**config.mk**
```make
export PLATFORM = sky130hd
export DESIGN_NAME = morse_code_keyer_unit
export DESIGN_NICKNAME = d
export VERILOG_FILES = /design/src/hw/rtl/mck_pkg.sv /design/src/hw/rtl/mck_fifo.sv /design/src/hw/rtl/mck_seq.sv /design/src/hw/rtl/mck_out.sv /design/src/hw/rtl/morse_code_keyer_unit.sv
export SDC_FILE = /design/constraint.sdc
export NUM_CORES = 2
export LEC_CHECK = 0
export ABC_AREA = 1
export ABC_CLOCK_PERIOD_IN_PS = 3650
export BUFFER_PORTS_ARGS = -buffer_cell sky130_fd_sc_hd__buf_2
export CORE_ASPECT_RATIO = 2
export CORE_MARGIN = 2
export CORE_UTILIZATION = 48
export CTS_CLUSTER_SIZE = 16
export DETAILED_ROUTE_END_ITERATION = 16
export PLACE_DENSITY_LB_ADDON = 0.1
export REMOVE_ABC_BUFFERS = 1
export SLEW_MARGIN = 10
export SYNTH_ARGS = -nofsm -noshare
export SYNTH_HDL_FRONTEND = slang
export SYNTH_SLANG_ARGS = --single-unit
```
**constraint.sdc**
```tcl
create_clock -name clk -period 3.65 [get_ports clk]
set_input_delay 0.73 -clock clk [delete_from_list [all_inputs] [get_ports clk]]
set_output_delay 0.73 -clock clk [all_outputs]
set_load 0.005 [all_outputs]
```
**src/hw/rtl/mck_pkg.sv**
```systemverilog
// ----------------------------------------------------------------------------
// mck_pkg
// Shared types, constants and the character pattern decoder of the keyer.
// ----------------------------------------------------------------------------
package mck_pkg;

  localparam int FIFO_DEPTH_DEF = 256;
  localparam int CHAR_W         = 8;
  localparam int TICK_W         = 16;
  localparam int CFG_ADDR_W     = 3;
  localparam int COUNT_W        = 9;
  localparam int OUT_TDATA_W    = 16;

  localparam logic [TICK_W-1:0] DOT_RST    = 16'd200;
  localparam logic [TICK_W-1:0] DASH_RST   = 16'd600;
  localparam logic [TICK_W-1:0] EGAP_RST   = 16'd200;
  localparam logic [TICK_W-1:0] LGAP_RST   = 16'd600;
  localparam logic [TICK_W-1:0] WGAP_RST   = 16'd1400;

  localparam logic MODE_WRITE = 1'b0;
  localparam logic MODE_TICK  = 1'b1;

  localparam logic [CHAR_W-1:0] CHAR_SPACE = 8'h20;
  localparam logic [CHAR_W-1:0] CHAR_UA    = 8'h41;
  localparam logic [CHAR_W-1:0] CHAR_UZ    = 8'h5A;
  localparam logic [CHAR_W-1:0] CHAR_LA    = 8'h61;
  localparam logic [CHAR_W-1:0] CHAR_LZ    = 8'h7A;
  localparam logic [CHAR_W-1:0] CHAR_D0    = 8'h30;
  localparam logic [CHAR_W-1:0] CHAR_D9    = 8'h39;

  typedef enum logic [CFG_ADDR_W-1:0] {
    REG_DOT  = 3'd0,
    REG_DASH = 3'd1,
    REG_EGAP = 3'd2,
    REG_LGAP = 3'd3,
    REG_WGAP = 3'd4
  } cfg_reg_t;

  // packed patterns: bits 4:0 elements (1 = dash), bits 7:5 length
  localparam logic [7:0] LETTER_PAT [26] = '{
    8'h42, 8'h81, 8'h85, 8'h61, 8'h20, 8'h84, 8'h63, 8'h80, 8'h40, 8'h8E,
    8'h65, 8'h82, 8'h43, 8'h41, 8'h67, 8'h86, 8'h8B, 8'h62, 8'h60, 8'h21,
    8'h64, 8'h88, 8'h66, 8'h89, 8'h8D, 8'h83
  };

  localparam logic [7:0] DIGIT_PAT [10] = '{
    8'hBF, 8'hBE, 8'hBC, 8'hB8, 8'hB0, 8'hA0, 8'hA1, 8'hA3, 8'hA7, 8'hAF
  };

  typedef struct packed {
    logic       valid;
    logic [4:0] bits;
    logic [2:0] total;
  } mck_pat_t;

  typedef struct packed {
    logic              push;
    logic              pop;
    logic [CHAR_W-1:0] wdata;
  } mck_fifo_req_t;

  typedef struct packed {
    logic              full;
    logic              empty;
    logic [CHAR_W-1:0] head;
  } mck_fifo_st_t;

  typedef struct packed {
    logic busy;
    logic accepted;
    logic key;
  } mck_flags_t;

  typedef struct packed {
    logic [COUNT_W-1:0] queued_count;
    logic               busy_res;
    logic               accepted;
    logic               key_on;
  } mck_result_t;

  function automatic mck_pat_t mck_decode(input logic [CHAR_W-1:0] c);
    mck_pat_t   p;
    logic [7:0] raw;
    logic [7:0] off;
    p   = '0;
    raw = '0;
    off = '0;
    if (c >= CHAR_UA && c <= CHAR_UZ) begin
      off     = c - CHAR_UA;
      raw     = LETTER_PAT[off[4:0]];
      p.valid = 1'b1;
    end else if (c >= CHAR_LA && c <= CHAR_LZ) begin
      off     = c - CHAR_LA;
      raw     = LETTER_PAT[off[4:0]];
      p.valid = 1'b1;
    end else if (c >= CHAR_D0 && c <= CHAR_D9) begin
      off     = c - CHAR_D0;
      raw     = DIGIT_PAT[off[3:0]];
      p.valid = 1'b1;
    end
    p.bits  = raw[4:0];
    p.total = raw[7:5];
    return p;
  endfunction

  function automatic logic [TICK_W-1:0] mck_dur(input logic [TICK_W-1:0] v);
    return (v == '0) ? TICK_W'(1) : v;
  endfunction

endpackage

```
**src/hw/rtl/mck_fifo.sv**
```systemverilog
// ----------------------------------------------------------------------------
// mck_fifo
// Character queue in a synchronous RAM; the head entry is read ahead into a
// register every cycle, with write forwarding, so a pop sees it at once.
// ----------------------------------------------------------------------------
module mck_fifo
  import mck_pkg::*;
#(
  parameter int FIFO_DEPTH = FIFO_DEPTH_DEF
) (
  input  logic               clk,
  input  logic               rst_n,
  input  mck_fifo_req_t      req,
  output mck_fifo_st_t       st,
  output logic [COUNT_W-1:0] queued_nxt
);

  localparam int PTR_W = $clog2(FIFO_DEPTH);
  localparam int CNT_W = $clog2(FIFO_DEPTH + 1);

  logic [CHAR_W-1:0] mem_r [FIFO_DEPTH];
  logic [CHAR_W-1:0] head_r;
  logic [PTR_W-1:0]  wr_ptr_r, wr_ptr_nxt;
  logic [PTR_W-1:0]  rd_ptr_r, rd_ptr_nxt;
  logic [CNT_W-1:0]  fill_r, fill_nxt;
  logic [CNT_W+COUNT_W-1:0] fill_ext;

  always_comb begin
    wr_ptr_nxt = wr_ptr_r;
    rd_ptr_nxt = rd_ptr_r;
    fill_nxt   = fill_r;
    if (req.push) begin
      wr_ptr_nxt = (wr_ptr_r == PTR_W'(FIFO_DEPTH - 1)) ? '0 : wr_ptr_r + PTR_W'(1);
      fill_nxt   = fill_r + CNT_W'(1);
    end
    if (req.pop) begin
      rd_ptr_nxt = (rd_ptr_r == PTR_W'(FIFO_DEPTH - 1)) ? '0 : rd_ptr_r + PTR_W'(1);
      fill_nxt   = fill_r - CNT_W'(1);
    end
  end

  always_ff @(posedge clk) begin
    if (!rst_n) begin
      wr_ptr_r <= '0;
      rd_ptr_r <= '0;
      fill_r   <= '0;
    end else begin
      wr_ptr_r <= wr_ptr_nxt;
      rd_ptr_r <= rd_ptr_nxt;
      fill_r   <= fill_nxt;
    end
  end

  always_ff @(posedge clk) begin
    if (req.push) begin
      mem_r[wr_ptr_r] <= req.wdata;
    end
  end

  // read ahead at the next head address; forward a write to that same entry
  always_ff @(posedge clk) begin
    if (req.push && wr_ptr_r == rd_ptr_nxt) begin
      head_r <= req.wdata;
    end else begin
      head_r <= mem_r[rd_ptr_nxt];
    end
  end

  assign st.full    = (fill_r == CNT_W'(FIFO_DEPTH));
  assign st.empty   = (fill_r == '0);
  assign st.head    = head_r;
  assign fill_ext   = {{COUNT_W{1'b0}}, fill_nxt};
  assign queued_nxt = fill_ext[COUNT_W-1:0];

`ifndef NO_ASSERTIONS
  a_no_push_full: assert property (@(posedge clk) disable iff (!rst_n)
    req.push |-> !st.full) else $error("push into full queue");
  a_no_pop_empty: assert property (@(posedge clk) disable iff (!rst_n)
    req.pop |-> !st.empty) else $error("pop from empty queue");
`endif

endmodule

```
**src/hw/rtl/mck_seq.sv**
```systemverilog
// ----------------------------------------------------------------------------
// mck_seq
// Keyer sequencer: timing registers, countdown and element stepping.
// ----------------------------------------------------------------------------
module mck_seq
  import mck_pkg::*;
(
  input  logic                  clk,
  input  logic                  rst_n,
  input  logic                  cfg_we,
  input  logic [CFG_ADDR_W-1:0] cfg_addr,
  input  logic [TICK_W-1:0]     cfg_wdata,
  input  logic                  step,
  input  logic                  mode,
  input  logic [CHAR_W-1:0]     char_code,
  input  mck_fifo_st_t          fst,
  output mck_fifo_req_t         freq,
  output mck_flags_t            flags
);

  logic [TICK_W-1:0] dot_r, dash_r, egap_r, lgap_r, wgap_r;
  logic              sending_r, sending_nxt;
  logic [TICK_W-1:0] ticks_r, ticks_nxt;
  logic              letter_r, letter_nxt;
  logic [4:0]        bits_r, bits_nxt;
  logic [2:0]        total_r, total_nxt;
  logic [2:0]        idx_r, idx_nxt;
  logic              key_r, key_nxt;
  logic              accepted;
  logic              dash;
  logic [7:0]        bits_ext;
  mck_pat_t          pat;

  always_ff @(posedge clk) begin
    if (!rst_n) begin
      dot_r  <= DOT_RST;
      dash_r <= DASH_RST;
      egap_r <= EGAP_RST;
      lgap_r <= LGAP_RST;
      wgap_r <= WGAP_RST;
    end else if (cfg_we) begin
      unique case (cfg_addr)
        REG_DOT:  dot_r  <= cfg_wdata;
        REG_DASH: dash_r <= cfg_wdata;
        REG_EGAP: egap_r <= cfg_wdata;
        REG_LGAP: lgap_r <= cfg_wdata;
        REG_WGAP: wgap_r <= cfg_wdata;
        default: ;
      endcase
    end
  end

  assign pat      = mck_decode(fst.head);
  assign bits_ext = {3'b000, bits_r};
  assign dash     = bits_ext[idx_r];

  always_comb begin
    sending_nxt = sending_r;
    ticks_nxt   = ticks_r;
    letter_nxt  = letter_r;
    bits_nxt    = bits_r;
    total_nxt   = total_r;
    idx_nxt     = idx_r;
    key_nxt     = key_r;
    accepted    = 1'b0;
    freq.push   = 1'b0;
    freq.pop    = 1'b0;
    freq.wdata  = char_code;
    if (step) begin
      if (mode == MODE_WRITE) begin
        if (!fst.full) begin
          freq.push = 1'b1;
          accepted  = 1'b1;
        end
        if (!sending_r && (!fst.full || !fst.empty)) begin
          sending_nxt = 1'b1;
          ticks_nxt   = TICK_W'(1);
        end
      end else if (sending_r) begin
        if (ticks_r > TICK_W'(1)) begin
          ticks_nxt = ticks_r - TICK_W'(1);
        end else if (!letter_r) begin
          // load the next character
          if (fst.empty) begin
            sending_nxt = 1'b0;
            key_nxt     = 1'b0;
            ticks_nxt   = '0;
          end else begin
            freq.pop = 1'b1;
            if (pat.valid) begin
              bits_nxt   = pat.bits;
              total_nxt  = pat.total;
              idx_nxt    = '0;
              letter_nxt = 1'b1;
              ticks_nxt  = TICK_W'(1);
            end else if (fst.head == CHAR_SPACE) begin
              key_nxt   = 1'b0;
              ticks_nxt = mck_dur(wgap_r);
            end else begin
              ticks_nxt = TICK_W'(1);
            end
          end
        end else if (key_r) begin
          key_nxt   = 1'b0;
          ticks_nxt = mck_dur(egap_r);
        end else if (idx_r >= total_r) begin
          letter_nxt = 1'b0;
          ticks_nxt  = mck_dur(lgap_r);
        end else begin
          key_nxt   = 1'b1;
          ticks_nxt = dash ? mck_dur(dash_r) : mck_dur(dot_r);
          idx_nxt   = idx_r + 3'd1;
        end
      end
    end
  end

  always_ff @(posedge clk) begin
    if (!rst_n) begin
      sending_r <= 1'b0;
      ticks_r   <= '0;
      letter_r  <= 1'b0;
      bits_r    <= '0;
      total_r   <= '0;
      idx_r     <= '0;
      key_r     <= 1'b0;
    end else begin
      sending_r <= sending_nxt;
      ticks_r   <= ticks_nxt;
      letter_r  <= letter_nxt;
      bits_r    <= bits_nxt;
      total_r   <= total_nxt;
      idx_r     <= idx_nxt;
      key_r     <= key_nxt;
    end
  end

  assign flags.busy     = sending_nxt;
  assign flags.accepted = accepted;
  assign flags.key      = key_nxt;

`ifndef NO_ASSERTIONS
  a_key_in_letter: assert property (@(posedge clk) disable iff (!rst_n)
    key_r |-> letter_r) else $error("key on outside a letter");
  a_letter_sending: assert property (@(posedge clk) disable iff (!rst_n)
    letter_r |-> sending_r) else $error("letter active while idle");
  a_idx_bound: assert property (@(posedge clk) disable iff (!rst_n)
    letter_r |-> (idx_r <= total_r && total_r <= 3'd5))
    else $error("element index past letter length");
`endif

endmodule

```
**src/hw/rtl/mck_out.sv**
```systemverilog
// ----------------------------------------------------------------------------
// mck_out
// Two-entry result buffer: output register plus skid register, so the input
// side keeps taking requests while a result waits on the receiver.
// ----------------------------------------------------------------------------
module mck_out
  import mck_pkg::*;
(
  input  logic        clk,
  input  logic        rst_n,
  input  logic        push,
  input  mck_result_t res,
  output logic        ready,
  output logic        out_valid,
  input  logic        out_ready,
  output mck_result_t out_res
);

  logic        main_vld_r, skid_vld_r;
  mck_result_t main_r, skid_r;
  logic        pop;

  assign pop       = main_vld_r && out_ready;
  assign ready     = !skid_vld_r;
  assign out_valid = main_vld_r;
  assign out_res   = main_r;

  always_ff @(posedge clk) begin
    if (!rst_n) begin
      main_vld_r <= 1'b0;
      skid_vld_r <= 1'b0;
    end else if (pop) begin
      if (skid_vld_r) begin
        skid_vld_r <= 1'b0;
      end else begin
        main_vld_r <= push;
      end
    end else if (push) begin
      if (main_vld_r) begin
        skid_vld_r <= 1'b1;
      end else begin
        main_vld_r <= 1'b1;
      end
    end
  end

  always_ff @(posedge clk) begin
    if (pop) begin
      main_r <= skid_vld_r ? skid_r : res;
    end else if (push) begin
      if (main_vld_r) begin
        skid_r <= res;
      end else begin
        main_r <= res;
      end
    end
  end

`ifndef NO_ASSERTIONS
  a_skid_order: assert property (@(posedge clk) disable iff (!rst_n)
    skid_vld_r |-> main_vld_r) else $error("skid holds result ahead of output");
`endif

endmodule

```
**src/hw/rtl/morse_code_keyer_unit.sv**
```systemverilog
// ----------------------------------------------------------------------------
// morse_code_keyer_unit
// Morse keyer: queues characters and steps key timing on tick requests.
// ----------------------------------------------------------------------------
// Input channel: in_tuser selects the request kind (0 = queue in_tdata as an
// ASCII character, 1 = one time tick). Every request gives exactly one result
// on the output channel: key level, whether the character was stored, busy,
// and the queue fill after the request.
// Throughput is one request per cycle while in_tready is high, and results are
// registered. The queue lives in one RAM with a registered read; its head is
// read ahead every cycle with write forwarding, so a character load on tick
// expiry does not wait for a RAM read. The user must write the timing
// registers through cfg_we/cfg_addr/cfg_wdata only while idle; the block itself
// does not enforce this. Reset restores the default timings, empties the queue
// (RAM contents are left as they are) and turns the key off. When the receiver
// stalls, up to two results are held; in_tready drops while both are held.
// ----------------------------------------------------------------------------
module morse_code_keyer_unit
  import mck_pkg::*;
#(
  parameter int FIFO_DEPTH = FIFO_DEPTH_DEF
) (
  input  logic                   clk,
  input  logic                   rst_n,
  input  logic                   in_tvalid,
  output logic                   in_tready,
  input  logic [CHAR_W-1:0]      in_tdata,   // [7:0] char_code
  input  logic                   in_tuser,   // [0] mode
  output logic                   out_tvalid,
  input  logic                   out_tready,
  output logic [OUT_TDATA_W-1:0] out_tdata,  // [0] key_on, [1] accepted,
                                             // [2] busy_res, [11:3] queued_count
  input  logic                   cfg_we,
  input  logic [CFG_ADDR_W-1:0]  cfg_addr,
  input  logic [TICK_W-1:0]      cfg_wdata
);

  logic               step;
  mck_fifo_req_t      freq;
  mck_fifo_st_t       fst;
  mck_flags_t         flags;
  logic [COUNT_W-1:0] queued_nxt;
  mck_result_t        res;
  mck_result_t        out_res;

  assign step = in_tvalid && in_tready;

  mck_fifo #(
    .FIFO_DEPTH (FIFO_DEPTH)
  ) u_fifo (
    .clk        (clk),
    .rst_n      (rst_n),
    .req        (freq),
    .st         (fst),
    .queued_nxt (queued_nxt)
  );

  mck_seq u_seq (
    .clk       (clk),
    .rst_n     (rst_n),
    .cfg_we    (cfg_we),
    .cfg_addr  (cfg_addr),
    .cfg_wdata (cfg_wdata),
    .step      (step),
    .mode      (in_tuser),
    .char_code (in_tdata),
    .fst       (fst),
    .freq      (freq),
    .flags     (flags)
  );

  assign res.queued_count = queued_nxt;
  assign res.busy_res     = flags.busy;
  assign res.accepted     = flags.accepted;
  assign res.key_on       = flags.key;

  mck_out u_out (
    .clk       (clk),
    .rst_n     (rst_n),
    .push      (step),
    .res       (res),
    .ready     (in_tready),
    .out_valid (out_tvalid),
    .out_ready (out_tready),
    .out_res   (out_res)
  );

  assign out_tdata = {{(OUT_TDATA_W - $bits(mck_result_t)){1'b0}}, out_res};

endmodule

```
==> qor.yml <==
final-hold-violation-count: 0
worst_slack_ns: 0.0159
wl_met3_um: 17800
cts_hold_buf: 0
final_cell_mix: "nand2_1, edfxtp_1, nand3_1"
die_y_um: 622
tritoncts: "done"
tightest_slew_ns: 1.18
drtAntennaViolNets: 0
syn2layout_area_growth_pct: 21.8
start_util: 0.481
pwr_density_cell_nw_per_um2: 465
crit_type: "reg2reg"
wl_met2_um: 138000
dr.pass1.iters: 8
maxSlewViolCount: 0
vias: 65132
drive_gt1_frac: 0.193
synthDistinctLibCells: 51
yosys_warnings: 0
crit_slowest_cell: "dfxtp_4"
port_buffers: 46
syn-cell-area_um2: 91800
timing.critical_path.mode_cell: "nand3_1"
grt_overflow: 0
finish.utilization: 0.587
synth_ff_type: "edfxtp_1"
instances_no_fill: 11564
clkTransAtPathRegs_ns: 0.07
synth_area_leaders: "edfxtp_1, nand3_1, nand2_1"
stdcell_area_um2: 112000
endpoint_kind: "register"
crit_required_ns: 4.43
grt_start_max_net_pins: 104
drcViolationCount: 0
dieWidth_um: 313
period_needed_ns: 3.63
worst_setup_path_start_kind: "register"
synth.largest_area_cell: "edfxtp_1"
synth-seq-cells: 2217
wl_met1_um: 114000
synthCells: 8116
ys_seq_area_frac: 0.710
synthArstFlopShare: 0
htree_levels: 4
ir_drop_v: 0.000464
dp_cells: 11107
place_congestion: 0.907
wl_um: 286000
wl_per_cell_um: 24.7
grt_usage: 0.284
grt_setup_unrepaired: "yes"
leakagePower_nw: 41.0
status: "finished, final reports clean"
die-area_um2: 195000
total_power_mw: 52.0
post-place-ws_ns: -0.557
grt_pass1_wl_um: 412000
num_io_pins: 51
setup_viol: 0
min_path_type: "in2reg"
cts-root-buf: "clkbuf_16"
antenna_found_initial: 6
core_area_um2: 191000
max_stage_delay_ns: 0.41
cts_sinks: 2217
hpwl_um: 176000
numCtsBuffers: 202
period_share: 0.996
final_common_cell: "nand2_1"
critPathArrivalTime_ns: 4.41
rows: 227
fmax_mhz: 275
drtIter0Drc: 7166
postPlaceCellArea_um2: 101000
worstPathMaxFanout: 7
synth_top_cell_area_share: 0.678
viasPerCell: 5.63
drv_cap: 0
synth_edf_count: 2072
avgSynthCellArea_um2: 11.3
clk_latency_ns: 0.86
finClkSkew_ns: 0.0284
relSlewSlack: 0.216
grt_pass1_vias: 62596
nets: 8939
top_layer: "met5"
cts.path.max_buffers: 4
[stage by stage]
step	TNS (ns)	hold slack, ns
after floorplan	-1356.89	0.433
after global placement	-14.01	0.452
after detailed placement	-14.44	0.459
after CTS	-0.115	0.0976
after global routing	-1.67	0.183
final	0	0.147
[cells in the mapped netlist (8+ instances only)]
master,n
nand2_1,2257
nand3_1,2113
edfxtp_1,2072
nor2_1,442
buf_2,248
dfxtp_1,145
inv_1,137
o21ai_0,129
clkbuf_1,126
a21oi_1,89
buf_4,76
buf_1,52
o211ai_1,40
buf_6,28
nor3_1,24
nor4_1,24
ha_1,21
nand4_1,14
xor2_1,13
nand2_2,8
[area by class of cell]
class | instances | area, µm²
fillers | 15673 | 78800
flip-flops and latches | 2217 | 65100
multi-input cells | 5221 | 25100
repair buffers | 1088 | 11100
clock buffers | 258 | 5400
well taps | 2519 | 3150
clock inverters | 104 | 1170
inverters | 149 | 617
repair inverters | 6 | 105
diodes | 2 | 5.00
[registers in the layout, summed over array words and instances, names as in the netlist, 5 cells and up, named ones only]
register,flops
u_fifo.mem_r,2048
u_seq.bits_r,5
u_fifo.fill_r,9
u_seq.ticks_r,16
u_out.skid_r,12
u_seq.dot_r,16
u_seq.dash_r,16
u_out.out_res,12
u_seq.lgap_r,16
u_fifo.wr_ptr_r,8
u_seq.egap_r,16
u_seq.wgap_r,16
u_fifo.rd_ptr_r,8
[routing by layer]
metal,vias to the layer above,track usage
met5,-,0
met3,571,0.0304
li1,30233,-
met2,2509,0.473
met1,31817,0.374
met4,2,0.135
[logic make-up after synthesis]
group	after synthesis	synth area share
AO/OA/AOI/OAI	286	0.0176
XOR/XNOR	16	0.00153
adder cells (fa/ha/maj)	21	0.00286
buffers and inverters	681	0.0370
flip-flops	2217	0.710
other	1	0.0000409
AND/OR/NAND/NOR	4894	0.231
[critical path, delay by kind of cell, from the launching register on]
family	cells	cell delay, ns
AO/OA/AOI/OAI	1	0.14
flip-flops	1	0.41
buffers and inverters	7	1.03
AND/OR/NAND/NOR	18	1.91
[final timing paths]
check	start	to	slack, ns	cells after the start
setup / recovery	register	u_seq.idx_r[2]$_SDFFE_PN0P_	0.02	26
hold / removal	in_tvalid	u_out.skid_vld_r$_SDFFE_PP0P_	0.15	3
setup reg to reg	register	u_seq.idx_r[2]$_SDFFE_PN0P_	0.02	26
hold reg to reg	u_seq.dot_r[1]$_SDFFE_PN0P_	u_seq.dot_r[1]$_SDFFE_PN0P_	0.47	2
[what timing repair did]
action	4_1_cts	5_1_grt
buffers inserted	26	29
pin swaps	14	96
gates resized for setup	132	383
endpoints found under the hold margin	0	0
endpoints found under the setup margin	31	31
gates cloned	19	23
[power by group]
group | internal (mW) | switching (mW)
Clock | 12.2 | 9.38
Sequential | 27.8 | 0.0449
Combinational | 0.831 | 1.68
Total | 40.8 | 11.1
(Power assumes the default switching activity.)
